[src/hdl/json_string_unescape_unit_defines.svh]
// Assertion macros shared by the JSON string unescape unit.
// Used by jsu_front, jsu_queue and jsu_back; relies on i_clk and i_rst_n in the including scope.
`ifndef JSON_STRING_UNESCAPE_UNIT_DEFINES_SVH
`define JSON_STRING_UNESCAPE_UNIT_DEFINES_SVH

// Implication checked in the same cycle, ignored while reset is applied
`define JSU_ASSERT_IMPL(label, ante, cons, msg) \
    label: assert property (@(posedge i_clk) disable iff (!i_rst_n) (ante) |-> (cons)) \
        else $error(msg);

// Implication checked in the following cycle, ignored while reset is applied
`define JSU_ASSERT_NEXT(label, ante, cons, msg) \
    label: assert property (@(posedge i_clk) disable iff (!i_rst_n) (ante) |=> (cons)) \
        else $error(msg);

`endif

[src/hdl/jsu_pkg.sv]
// Shared types for the JSON string unescape unit.
// No dependencies; used by jsu_front, jsu_queue, jsu_back and the top level.
`default_nettype none

package jsu_pkg;

    // Command from the front to the back: one to three result transfers
    typedef struct packed {
        logic [1:0] count;   // number of results, 1 to 3
        logic [7:0] byte0;
        logic [7:0] byte1;
        logic [7:0] byte2;
        logic       has_byte;
        logic       done;
        logic       bad;
    } t_cmd;

endpackage

`default_nettype wire

[src/hdl/jsu_front.sv]
// Front end: accepts header bytes, runs the string parser, builds result commands.
// Depends on jsu_pkg and json_string_unescape_unit_defines.svh.
`default_nettype none
`include "json_string_unescape_unit_defines.svh"

module jsu_front (
    input  wire logic          i_clk,
    input  wire logic          i_rst_n,
    input  wire logic          i_valid,
    output logic               o_ready,
    input  wire logic [7:0]    i_byte,
    input  wire logic          i_end,
    input  wire logic          i_q_full,
    output logic               o_push,
    output jsu_pkg::t_cmd      o_cmd
);

    typedef enum logic [1:0] {
        MODE_IDLE,
        MODE_BODY,
        MODE_ESC,
        MODE_HEX
    } t_mode;

    localparam logic [7:0] CH_SPACE = 8'h20;
    localparam logic [7:0] CH_TAB   = 8'h09;
    localparam logic [7:0] CH_CR    = 8'h0d;
    localparam logic [7:0] CH_LF    = 8'h0a;
    localparam logic [7:0] CH_QUOTE = 8'h22;
    localparam logic [7:0] CH_BSL   = 8'h5c;
    localparam logic [7:0] CH_SLASH = 8'h2f;
    localparam logic [7:0] CH_B     = 8'h62;
    localparam logic [7:0] CH_F     = 8'h66;
    localparam logic [7:0] CH_N     = 8'h6e;
    localparam logic [7:0] CH_R     = 8'h72;
    localparam logic [7:0] CH_T     = 8'h74;
    localparam logic [7:0] CH_U     = 8'h75;
    localparam logic [7:0] CH_BS    = 8'h08;
    localparam logic [7:0] CH_FF    = 8'h0c;
    localparam logic [7:0] LEAD2    = 8'hc0;
    localparam logic [7:0] LEAD3    = 8'he0;
    localparam logic [7:0] CONT     = 8'h80;

    t_mode        r_mode, n_mode;
    logic [1:0]   r_hex_cnt, n_hex_cnt;
    logic [11:0]  r_code, n_code;
    logic         w_acc;
    logic         w_gen;
    logic         w_is_hex;
    logic [3:0]   w_digit;
    logic [15:0]  w_cp;

    assign o_ready = !i_q_full;
    assign w_acc   = i_valid && o_ready;
    assign o_push  = w_acc && w_gen;

    // Decode a hex digit of either case
    always_comb begin
        w_is_hex = 1'b1;
        w_digit  = 4'd0;
        if (i_byte inside {[8'h30:8'h39]}) begin
            w_digit = i_byte[3:0];
        end else if (i_byte inside {[8'h41:8'h46], [8'h61:8'h66]}) begin
            w_digit = i_byte[3:0] + 4'd9;
        end else begin
            w_is_hex = 1'b0;
        end
    end

    assign w_cp = {r_code, w_digit};

    // Parser next state and result command
    always_comb begin
        n_mode    = r_mode;
        n_hex_cnt = r_hex_cnt;
        n_code    = r_code;
        w_gen     = 1'b0;
        o_cmd     = '0;
        if (i_end) begin
            n_mode = MODE_IDLE; n_hex_cnt = 2'd0; n_code = '0;
            w_gen = 1'b1; o_cmd.count = 2'd1; o_cmd.bad = 1'b1;
        end else begin
            case (r_mode)
                MODE_IDLE: begin
                    if (i_byte inside {CH_SPACE, CH_TAB, CH_CR, CH_LF}) begin
                        n_mode = MODE_IDLE;
                    end else if (i_byte == CH_QUOTE) begin
                        n_mode = MODE_BODY;
                    end else begin
                        w_gen = 1'b1; o_cmd.count = 2'd1; o_cmd.bad = 1'b1;
                    end
                end
                MODE_BODY: begin
                    if (i_byte == CH_QUOTE) begin
                        n_mode = MODE_IDLE; n_hex_cnt = 2'd0; n_code = '0;
                        w_gen = 1'b1; o_cmd.count = 2'd1; o_cmd.done = 1'b1;
                    end else if (i_byte == CH_BSL) begin
                        n_mode = MODE_ESC;
                    end else if (i_byte < CH_SPACE) begin
                        n_mode = MODE_IDLE; n_hex_cnt = 2'd0; n_code = '0;
                        w_gen = 1'b1; o_cmd.count = 2'd1; o_cmd.bad = 1'b1;
                    end else begin
                        w_gen = 1'b1; o_cmd.count = 2'd1;
                        o_cmd.has_byte = 1'b1; o_cmd.byte0 = i_byte;
                    end
                end
                MODE_ESC: begin
                    w_gen = 1'b1; o_cmd.count = 2'd1; o_cmd.has_byte = 1'b1;
                    n_mode = MODE_BODY;
                    case (i_byte)
                        CH_QUOTE: o_cmd.byte0 = CH_QUOTE;
                        CH_BSL:   o_cmd.byte0 = CH_BSL;
                        CH_SLASH: o_cmd.byte0 = CH_SLASH;
                        CH_B:     o_cmd.byte0 = CH_BS;
                        CH_F:     o_cmd.byte0 = CH_FF;
                        CH_N:     o_cmd.byte0 = CH_LF;
                        CH_R:     o_cmd.byte0 = CH_CR;
                        CH_T:     o_cmd.byte0 = CH_TAB;
                        CH_U: begin
                            w_gen = 1'b0; o_cmd = '0;
                            n_mode = MODE_HEX; n_hex_cnt = 2'd0; n_code = '0;
                        end
                        default: begin
                            o_cmd = '0; o_cmd.count = 2'd1; o_cmd.bad = 1'b1;
                            n_mode = MODE_IDLE; n_hex_cnt = 2'd0; n_code = '0;
                        end
                    endcase
                end
                MODE_HEX: begin
                    if (!w_is_hex) begin
                        n_mode = MODE_IDLE; n_hex_cnt = 2'd0; n_code = '0;
                        w_gen = 1'b1; o_cmd.count = 2'd1; o_cmd.bad = 1'b1;
                    end else if (r_hex_cnt == 2'd3) begin
                        // Fourth digit: encode the code point as UTF-8
                        n_mode = MODE_BODY; n_hex_cnt = 2'd0; n_code = '0;
                        w_gen = 1'b1; o_cmd.has_byte = 1'b1;
                        if (w_cp < 16'h0080) begin
                            o_cmd.count = 2'd1;
                            o_cmd.byte0 = w_cp[7:0];
                        end else if (w_cp < 16'h0800) begin
                            o_cmd.count = 2'd2;
                            o_cmd.byte0 = LEAD2 | {3'b000, w_cp[10:6]};
                            o_cmd.byte1 = CONT | {2'b00, w_cp[5:0]};
                        end else begin
                            o_cmd.count = 2'd3;
                            o_cmd.byte0 = LEAD3 | {4'b0000, w_cp[15:12]};
                            o_cmd.byte1 = CONT | {2'b00, w_cp[11:6]};
                            o_cmd.byte2 = CONT | {2'b00, w_cp[5:0]};
                        end
                    end else begin
                        n_hex_cnt = r_hex_cnt + 2'd1;
                        n_code    = w_cp[11:0];
                    end
                end
                default: begin
                    n_mode = MODE_IDLE; n_hex_cnt = 2'd0; n_code = '0;
                end
            endcase
        end
    end

    // Hold parser state; advance on each accepted transfer
    always_ff @(posedge i_clk) begin
        if (!i_rst_n) begin
            r_mode    <= MODE_IDLE;
            r_hex_cnt <= 2'd0;
            r_code    <= '0;
        end else if (w_acc) begin
            r_mode    <= n_mode;
            r_hex_cnt <= n_hex_cnt;
            r_code    <= n_code;
        end
    end

    `JSU_ASSERT_IMPL(a_front_cmd_count, o_push, o_cmd.count != 2'd0, "front pushed empty command")
    `JSU_ASSERT_IMPL(a_front_hex_idle, r_mode != MODE_HEX, r_hex_cnt == 2'd0 && r_code == '0, "hex state left dirty")

endmodule

`default_nettype wire

[src/hdl/jsu_queue.sv]
// Command queue between the parser front and the output back end.
// Depends on jsu_pkg and json_string_unescape_unit_defines.svh.
`default_nettype none
`include "json_string_unescape_unit_defines.svh"

module jsu_queue #(
    parameter int DEPTH = 4
) (
    input  wire logic          i_clk,
    input  wire logic          i_rst_n,
    input  wire logic          i_push,
    input  jsu_pkg::t_cmd      i_push_data,
    output logic               o_full,
    input  wire logic          i_pop,
    output logic               o_head_valid,
    output jsu_pkg::t_cmd      o_head
);

    localparam int PW = $clog2(DEPTH);
    localparam int CW = $clog2(DEPTH + 1);

    jsu_pkg::t_cmd   r_mem [DEPTH];
    logic [PW-1:0]   r_wr_ptr;
    logic [PW-1:0]   r_rd_ptr;
    logic [CW-1:0]   r_count;
    logic            w_push;
    logic            w_pop;

    assign o_full       = (r_count == CW'(DEPTH));
    assign o_head_valid = (r_count != '0);
    assign o_head       = r_mem[r_rd_ptr];
    assign w_push       = i_push && !o_full;
    assign w_pop        = i_pop && o_head_valid;

    // Store pushed commands
    always_ff @(posedge i_clk) begin
        if (w_push) begin
            r_mem[r_wr_ptr] <= i_push_data;
        end
    end

    // Advance pointers and fill count
    always_ff @(posedge i_clk) begin
        if (!i_rst_n) begin
            r_wr_ptr <= '0;
            r_rd_ptr <= '0;
            r_count  <= '0;
        end else begin
            if (w_push) begin
                r_wr_ptr <= (r_wr_ptr == PW'(DEPTH - 1)) ? '0 : r_wr_ptr + PW'(1);
            end
            if (w_pop) begin
                r_rd_ptr <= (r_rd_ptr == PW'(DEPTH - 1)) ? '0 : r_rd_ptr + PW'(1);
            end
            if (w_push && !w_pop) begin
                r_count <= r_count + CW'(1);
            end else if (!w_push && w_pop) begin
                r_count <= r_count - CW'(1);
            end
        end
    end

    `JSU_ASSERT_IMPL(a_queue_no_overflow, i_push, !o_full, "push into full queue")
    `JSU_ASSERT_IMPL(a_queue_no_underflow, i_pop, o_head_valid, "pop from empty queue")

endmodule

`default_nettype wire

[src/hdl/jsu_back.sv]
// Back end: expands queued commands into result transfers through an output register.
// Depends on jsu_pkg and json_string_unescape_unit_defines.svh.
`default_nettype none
`include "json_string_unescape_unit_defines.svh"

module jsu_back (
    input  wire logic          i_clk,
    input  wire logic          i_rst_n,
    input  wire logic          i_head_valid,
    input  jsu_pkg::t_cmd      i_head,
    output logic               o_pop,
    output logic               o_valid,
    input  wire logic          i_ready,
    output logic [7:0]         o_byte,
    output logic               o_byte_valid,
    output logic               o_done,
    output logic               o_bad,
    output logic               o_last
);

    logic [1:0]  r_idx;
    logic        r_valid;
    logic [7:0]  r_byte;
    logic        r_byte_valid;
    logic        r_done;
    logic        r_bad;
    logic        r_last;
    logic        w_take;
    logic        w_emit;
    logic        w_final;
    logic [7:0]  w_sel;

    assign w_take  = !r_valid || i_ready;
    assign w_emit  = w_take && i_head_valid;
    assign w_final = (r_idx == i_head.count - 2'd1);
    assign o_pop   = w_emit && w_final;

    // Pick the byte for the current result
    always_comb begin
        case (r_idx)
            2'd0:    w_sel = i_head.byte0;
            2'd1:    w_sel = i_head.byte1;
            default: w_sel = i_head.byte2;
        endcase
    end

    // Result index and output register
    always_ff @(posedge i_clk) begin
        if (!i_rst_n) begin
            r_idx   <= 2'd0;
            r_valid <= 1'b0;
        end else begin
            if (w_emit) begin
                r_idx <= w_final ? 2'd0 : r_idx + 2'd1;
            end
            if (w_take) begin
                r_valid <= i_head_valid;
            end
        end
    end

    always_ff @(posedge i_clk) begin
        if (w_emit) begin
            r_byte       <= w_sel;
            r_byte_valid <= i_head.has_byte;
            r_done       <= i_head.done;
            r_bad        <= i_head.bad;
            r_last       <= w_final;
        end
    end

    assign o_valid      = r_valid;
    assign o_byte       = r_byte;
    assign o_byte_valid = r_byte_valid;
    assign o_done       = r_done;
    assign o_bad        = r_bad;
    assign o_last       = r_last;

    `JSU_ASSERT_IMPL(a_back_head_held, r_idx != 2'd0, i_head_valid, "command lost mid-expansion")
    `JSU_ASSERT_IMPL(a_back_idx_range, i_head_valid, r_idx < i_head.count, "result index past count")

endmodule

`default_nettype wire

[src/hdl/json_string_unescape_unit.sv]
// JSON string unescape unit: decodes one JSON string from a byte stream to UTF-8 bytes.
// One header byte is accepted per cycle while the queue is not full. A parser front end
// classifies each byte and queues a command of one to three results; the back end sends one
// result per cycle while the receiver is ready, through an output register, so a \u escape
// giving 2 or 3 UTF-8 bytes holds the output port for each of those bytes and the queue of
// QUEUE_DEPTH commands absorbs the difference. Every other byte yields at most one result.
// Whitespace, opening quotes, backslashes and non-final hex digits produce no result. An
// accepted input reaches its first result transfer through the queue and then the output register.
// Depends on jsu_pkg, jsu_front, jsu_queue and jsu_back.
`default_nettype none

module json_string_unescape_unit #(
    parameter int QUEUE_DEPTH = 4
) (
    input  wire logic        i_clk,
    input  wire logic        i_rst_n,
    input  wire logic        s_axis_tvalid,
    output logic             s_axis_tready,
    input  wire logic [7:0]  s_axis_tdata,   // [7:0] in_byte
    input  wire logic [0:0]  s_axis_tuser,   // [0] buffer_end
    output logic             m_axis_tvalid,
    input  wire logic        m_axis_tready,
    output logic [7:0]       m_axis_tdata,   // [7:0] out_byte
    output logic [2:0]       m_axis_tuser,   // [0] byte_valid, [1] string_done, [2] malformed
    output logic             m_axis_tlast
);

    logic           w_push;
    jsu_pkg::t_cmd  w_push_cmd;
    logic           w_full;
    logic           w_pop;
    logic           w_head_valid;
    jsu_pkg::t_cmd  w_head;
    logic           w_byte_valid;
    logic           w_done;
    logic           w_bad;

    jsu_front u_front (
        .i_clk    (i_clk),
        .i_rst_n  (i_rst_n),
        .i_valid  (s_axis_tvalid),
        .o_ready  (s_axis_tready),
        .i_byte   (s_axis_tdata),
        .i_end    (s_axis_tuser[0]),
        .i_q_full (w_full),
        .o_push   (w_push),
        .o_cmd    (w_push_cmd)
    );

    jsu_queue #(
        .DEPTH (QUEUE_DEPTH)
    ) u_queue (
        .i_clk        (i_clk),
        .i_rst_n      (i_rst_n),
        .i_push       (w_push),
        .i_push_data  (w_push_cmd),
        .o_full       (w_full),
        .i_pop        (w_pop),
        .o_head_valid (w_head_valid),
        .o_head       (w_head)
    );

    jsu_back u_back (
        .i_clk        (i_clk),
        .i_rst_n      (i_rst_n),
        .i_head_valid (w_head_valid),
        .i_head       (w_head),
        .o_pop        (w_pop),
        .o_valid      (m_axis_tvalid),
        .i_ready      (m_axis_tready),
        .o_byte       (m_axis_tdata),
        .o_byte_valid (w_byte_valid),
        .o_done       (w_done),
        .o_bad        (w_bad),
        .o_last       (m_axis_tlast)
    );

    assign m_axis_tuser = {w_bad, w_done, w_byte_valid};

endmodule

`default_nettype wire

[config.mk]
export PLATFORM = sky130hd
export DESIGN_NAME = json_string_unescape_unit
export DESIGN_NICKNAME = d
export VERILOG_FILES = /design/src/hdl/jsu_pkg.sv /design/src/hdl/jsu_front.sv /design/src/hdl/jsu_queue.sv /design/src/hdl/jsu_back.sv /design/src/hdl/json_string_unescape_unit.sv
export VERILOG_INCLUDE_DIRS = /design/src /design/src/hdl
export SDC_FILE = /design/constraint.sdc
export NUM_CORES = 1
export LEC_CHECK = 0
export ABC_AREA = 0
export BUFFER_PORTS_ARGS = -buffer_cell sky130_fd_sc_hd__buf_2
export CAP_MARGIN = 20
export CORE_MARGIN = 10
export CORE_UTILIZATION = 50
export DETAILED_ROUTE_END_ITERATION = 7
export GPL_ROUTABILITY_DRIVEN = 0
export PLACE_DENSITY = 0.67
export SLEW_MARGIN = 20
export SYNTH_ARGS = -nofsm -noshare
export SYNTH_HDL_FRONTEND = slang
export SYNTH_SLANG_ARGS = --single-unit
[constraint.sdc]
create_clock -name i_clk -period 4.15 [get_ports i_clk]
set_clock_uncertainty 0.2 [all_clocks]
set_input_delay 0.415 -clock i_clk [delete_from_list [all_inputs] [get_ports i_clk]]
set_output_delay 0.415 -clock i_clk [all_outputs]
set_load 0.02 [all_outputs]
==> reports/metrics.cfg <==
[finish]
nets=563
drive_gt1_share_pct=19.5
finalNonFillerCells=719
area_delta_synth_final_pct=12.8
diodes=0

[clock_tree]
hold_buffers=0
clkSlewWorstSetupHoldPaths_ns=0.06
cts.path.max_buffers=2
cts_tree=yes
cts-root-buf=clkbuf_16
cts-buffers-inserted=17
clk_latency_ns=0.43
cts_resized=0
cts_sinks=148
post-cts-setup-buffer-count=0
cts-htree-levels=4

[setup_path]
crit_path_start_kind=primary input
crit_path_max_fanout=6
worstSetupPathType=in -> reg
critPathBufInv=3
cpPeakStageDelay_ns=0.37
critPathSlowestCell=fa_1
cp_top_family=simple AND/OR/NAND/NOR gates
end_kind=register
critPathArrivalTime_ns=3.63
r2r_cells=12
worst-path-stages=14
crit_chain=buf_2 -> inv_1 -> ha_1 -> nor3b_1 -> and4bb_1 -> or2_1 -> o2111ai_1 -> and2_1 -> ha_1 -> inv_1 -> fa_1 -> xor2_1 -> or3_1 -> a21boi_0
crit_required_ns=4.31

[place]
hpwl_um=9530
port_buffers=26
dp.cells=687

[route]
vias_per_cell=5.97
drt_iter0_drc=268
drt_wl_total_um=14400
ant_nets=0
first_pass_iters=5
routedWlPerCell_um=20.1
drc=0
vias=4289

[power]
p_per_area_nw_per_um2=590
p_leak_nw=2.66
peakVddDrop_v=0.000270

[logic_synthesis]
ys_warn_count=0
synth_seq_area_share_pct=60.2
syn_inst=503
syn_avg_cell_area_um2=13.7
synthFlopType=edfxtp_1
synthArstFlopShare_pct=0
synth-edff-count=120
synth_area_um2=6920
syn_nets=536
synthDistinctLibCells=61
yosys_register_bits=148

[floorplanning]
rows=42
core_um2=13400
pin_count=27
die_w_um=138
die_height_um=138
start_util_pct=51.6
die_area_um2=18900

[timing]
hold_viol=0
rsz0062_at_grt=no
slew_headroom_pct=49.7
min_period_ns=3.47
fin_crit_sh_pct=83.6
setup_viol=0
hold-worst-slack_ns=0.0760
tightest_slew_ns=0.747
fmax_ghz=0.288
drv_slew=0
finalSetupTns_ns=0

[flow_run]
max_cap_violations=0

[outcome]
run_status=complete, no violations

[global_routing]
grt_start_max_net_pins=37
antenna_found_initial=0
grt_pass1_wl_um=23200
grt_pass1_vias=4417
grt_overflow=0
grt_use_total_pct=16.0

[worst_hold_path]
hold_path_class=in -> reg
hold-path-cell-count=4

## registers in the layout, summed over array words and instances, names as in the netlist, 2 cells and up, named ones only
name and flops:
u_queue.r_rd_ptr 2, u_queue.r_wr_ptr 2, u_queue.r_mem 108, u_queue.r_count 3, u_back.r_idx 2, u_front.r_hex_cnt 2, u_front.r_mode 2, u_front.r_code 12
u_back.o_byte 8
## routing by layer
metal,routed length [µm],share of wire (%),global-route usage [%],vias to the layer above
met5,0,0,0,-
met4,291,2.0,6.73,0
met3,910,6.3,4.08,23
met2,6900,48,25.0,147
met1,6340,44,20.7,2128
li1,-,-,-,1991
## where the power goes
| part | internal [mW] | switching [mW] |
|---|---|---|
| Combinational | 0.485 | 0.612 |
| Clock | 0.912 | 0.657 |
| Sequential | 1.86 | 0.0762 |
| Total | 3.26 | 1.35 |
## cell usage after synthesis (3+ instances only)
cell / number / area (µm²)
edfxtp_1: 120 / 3600
nand2_1: 50 / 188
dfxtp_1: 28 / 561
mux4_2: 27 / 608
mux2i_1: 20 / 200
ha_1: 19 / 238
o21ai_0: 18 / 90.1
a21oi_1: 17 / 85.1
nor2_1: 17 / 63.8
inv_1: 15 / 56.3
nor3_1: 14 / 70.1
clkbuf_1: 13 / 48.8
nor2b_1: 11 / 68.8
and2_1: 10 / 62.6
nand3_1: 9 / 45.0
a221o_1: 8 / 80.1
buf_2: 8 / 40.0
nand2b_1: 7 / 43.8
a22oi_1: 6 / 45.0
and3_1: 6 / 37.5
nor3b_1: 5 / 37.5
nor4_1: 5 / 31.3
o22ai_1: 5 / 31.3
a221oi_1: 3 / 26.3
a31oi_1: 3 / 18.8
buf_4: 3 / 22.5
nand4_1: 3 / 18.8
nand4b_1: 3 / 26.3
o21a_1: 3 / 22.5
o21bai_1: 3 / 22.5
## metrics by stage
step / utilization [%] / setup WS [ns] / instance area, µm² / power, mW
after floorplan: - / 0.776 / 6920 / 2.80
after global placement: 53.7 / 0.419 / 7190 / 3.07
after detailed placement: 53.7 / 0.240 / 7190 / 3.10
after CTS: 58.2 / 0.688 / 7800 / 4.66
after global routing: 58.2 / 0.437 / 7800 / 4.82
final: 58.2 / 0.682 / 7800 / 4.60
## layout by cell type (no fill, tap or decap), types with 9 or more instances in the layout
cell type	instances
buf_2	26
mux4_2	27
nor3_1	14
clkbuf_16	17
a21oi_1	16
edfxtp_1	120
dfxtp_1	27
nand2_1	50
o21ai_0	18
ha_1	19
nor2_1	17
nand3_1	9
inv_1	15
and2_1	10
mux2i_1	20
buf_4	11
nor2b_1	11
## worst reg2reg max path, cell delays in order (launching register included)
cell and delay (ns):
dfxtp_1 0.34, buf_4 0.36, mux4_2 0.40, nand2b_1 0.17
mux2i_1 0.29, and2_1 0.27, inv_1 0.08, ha_1 0.22
inv_1 0.08, fa_1 0.18, xor2_1 0.07, or3_1 0.30
a21boi_0 0.17
## final cells by class
| cell class | count | area, µm² |
|---|---|---|
| Inverter | 16 | 60.1 |
| Clock buffer | 17 | 425 |
| Timing Repair Buffer | 37 | 213 |
| Tap cell | 176 | 220 |
| Sequential cell | 148 | 4170 |
| Clock inverter | 15 | 183 |
| Fill cell | 1038 | 5600 |
| Multi-Input combinational cell | 310 | 2530 |
## cells by family after synthesis
kind of cell	synth area share, %
adders and majority gates	3.73
buffers and inverters	3.20
and+or+nand+nor	12.4
AOI/OAI and AO/OA	8.07
muxes	12.0
DFF	60.2
xor gates and xnor gates	0.380
## final timing paths
kind	startpoint	to	slack (ns)
worst min-delay path	m_axis_tready	u_back.o_valid	0.08
worst max register to register	register	u_queue.r_count[2]	0.96
worst min register to register	u_front.r_hex_cnt[1]	u_front.r_hex_cnt[1]	0.27
worst max-delay path	s_axis_tdata[0]	u_queue.r_count[2]	0.68
Power figures use the tool's default switching activity.
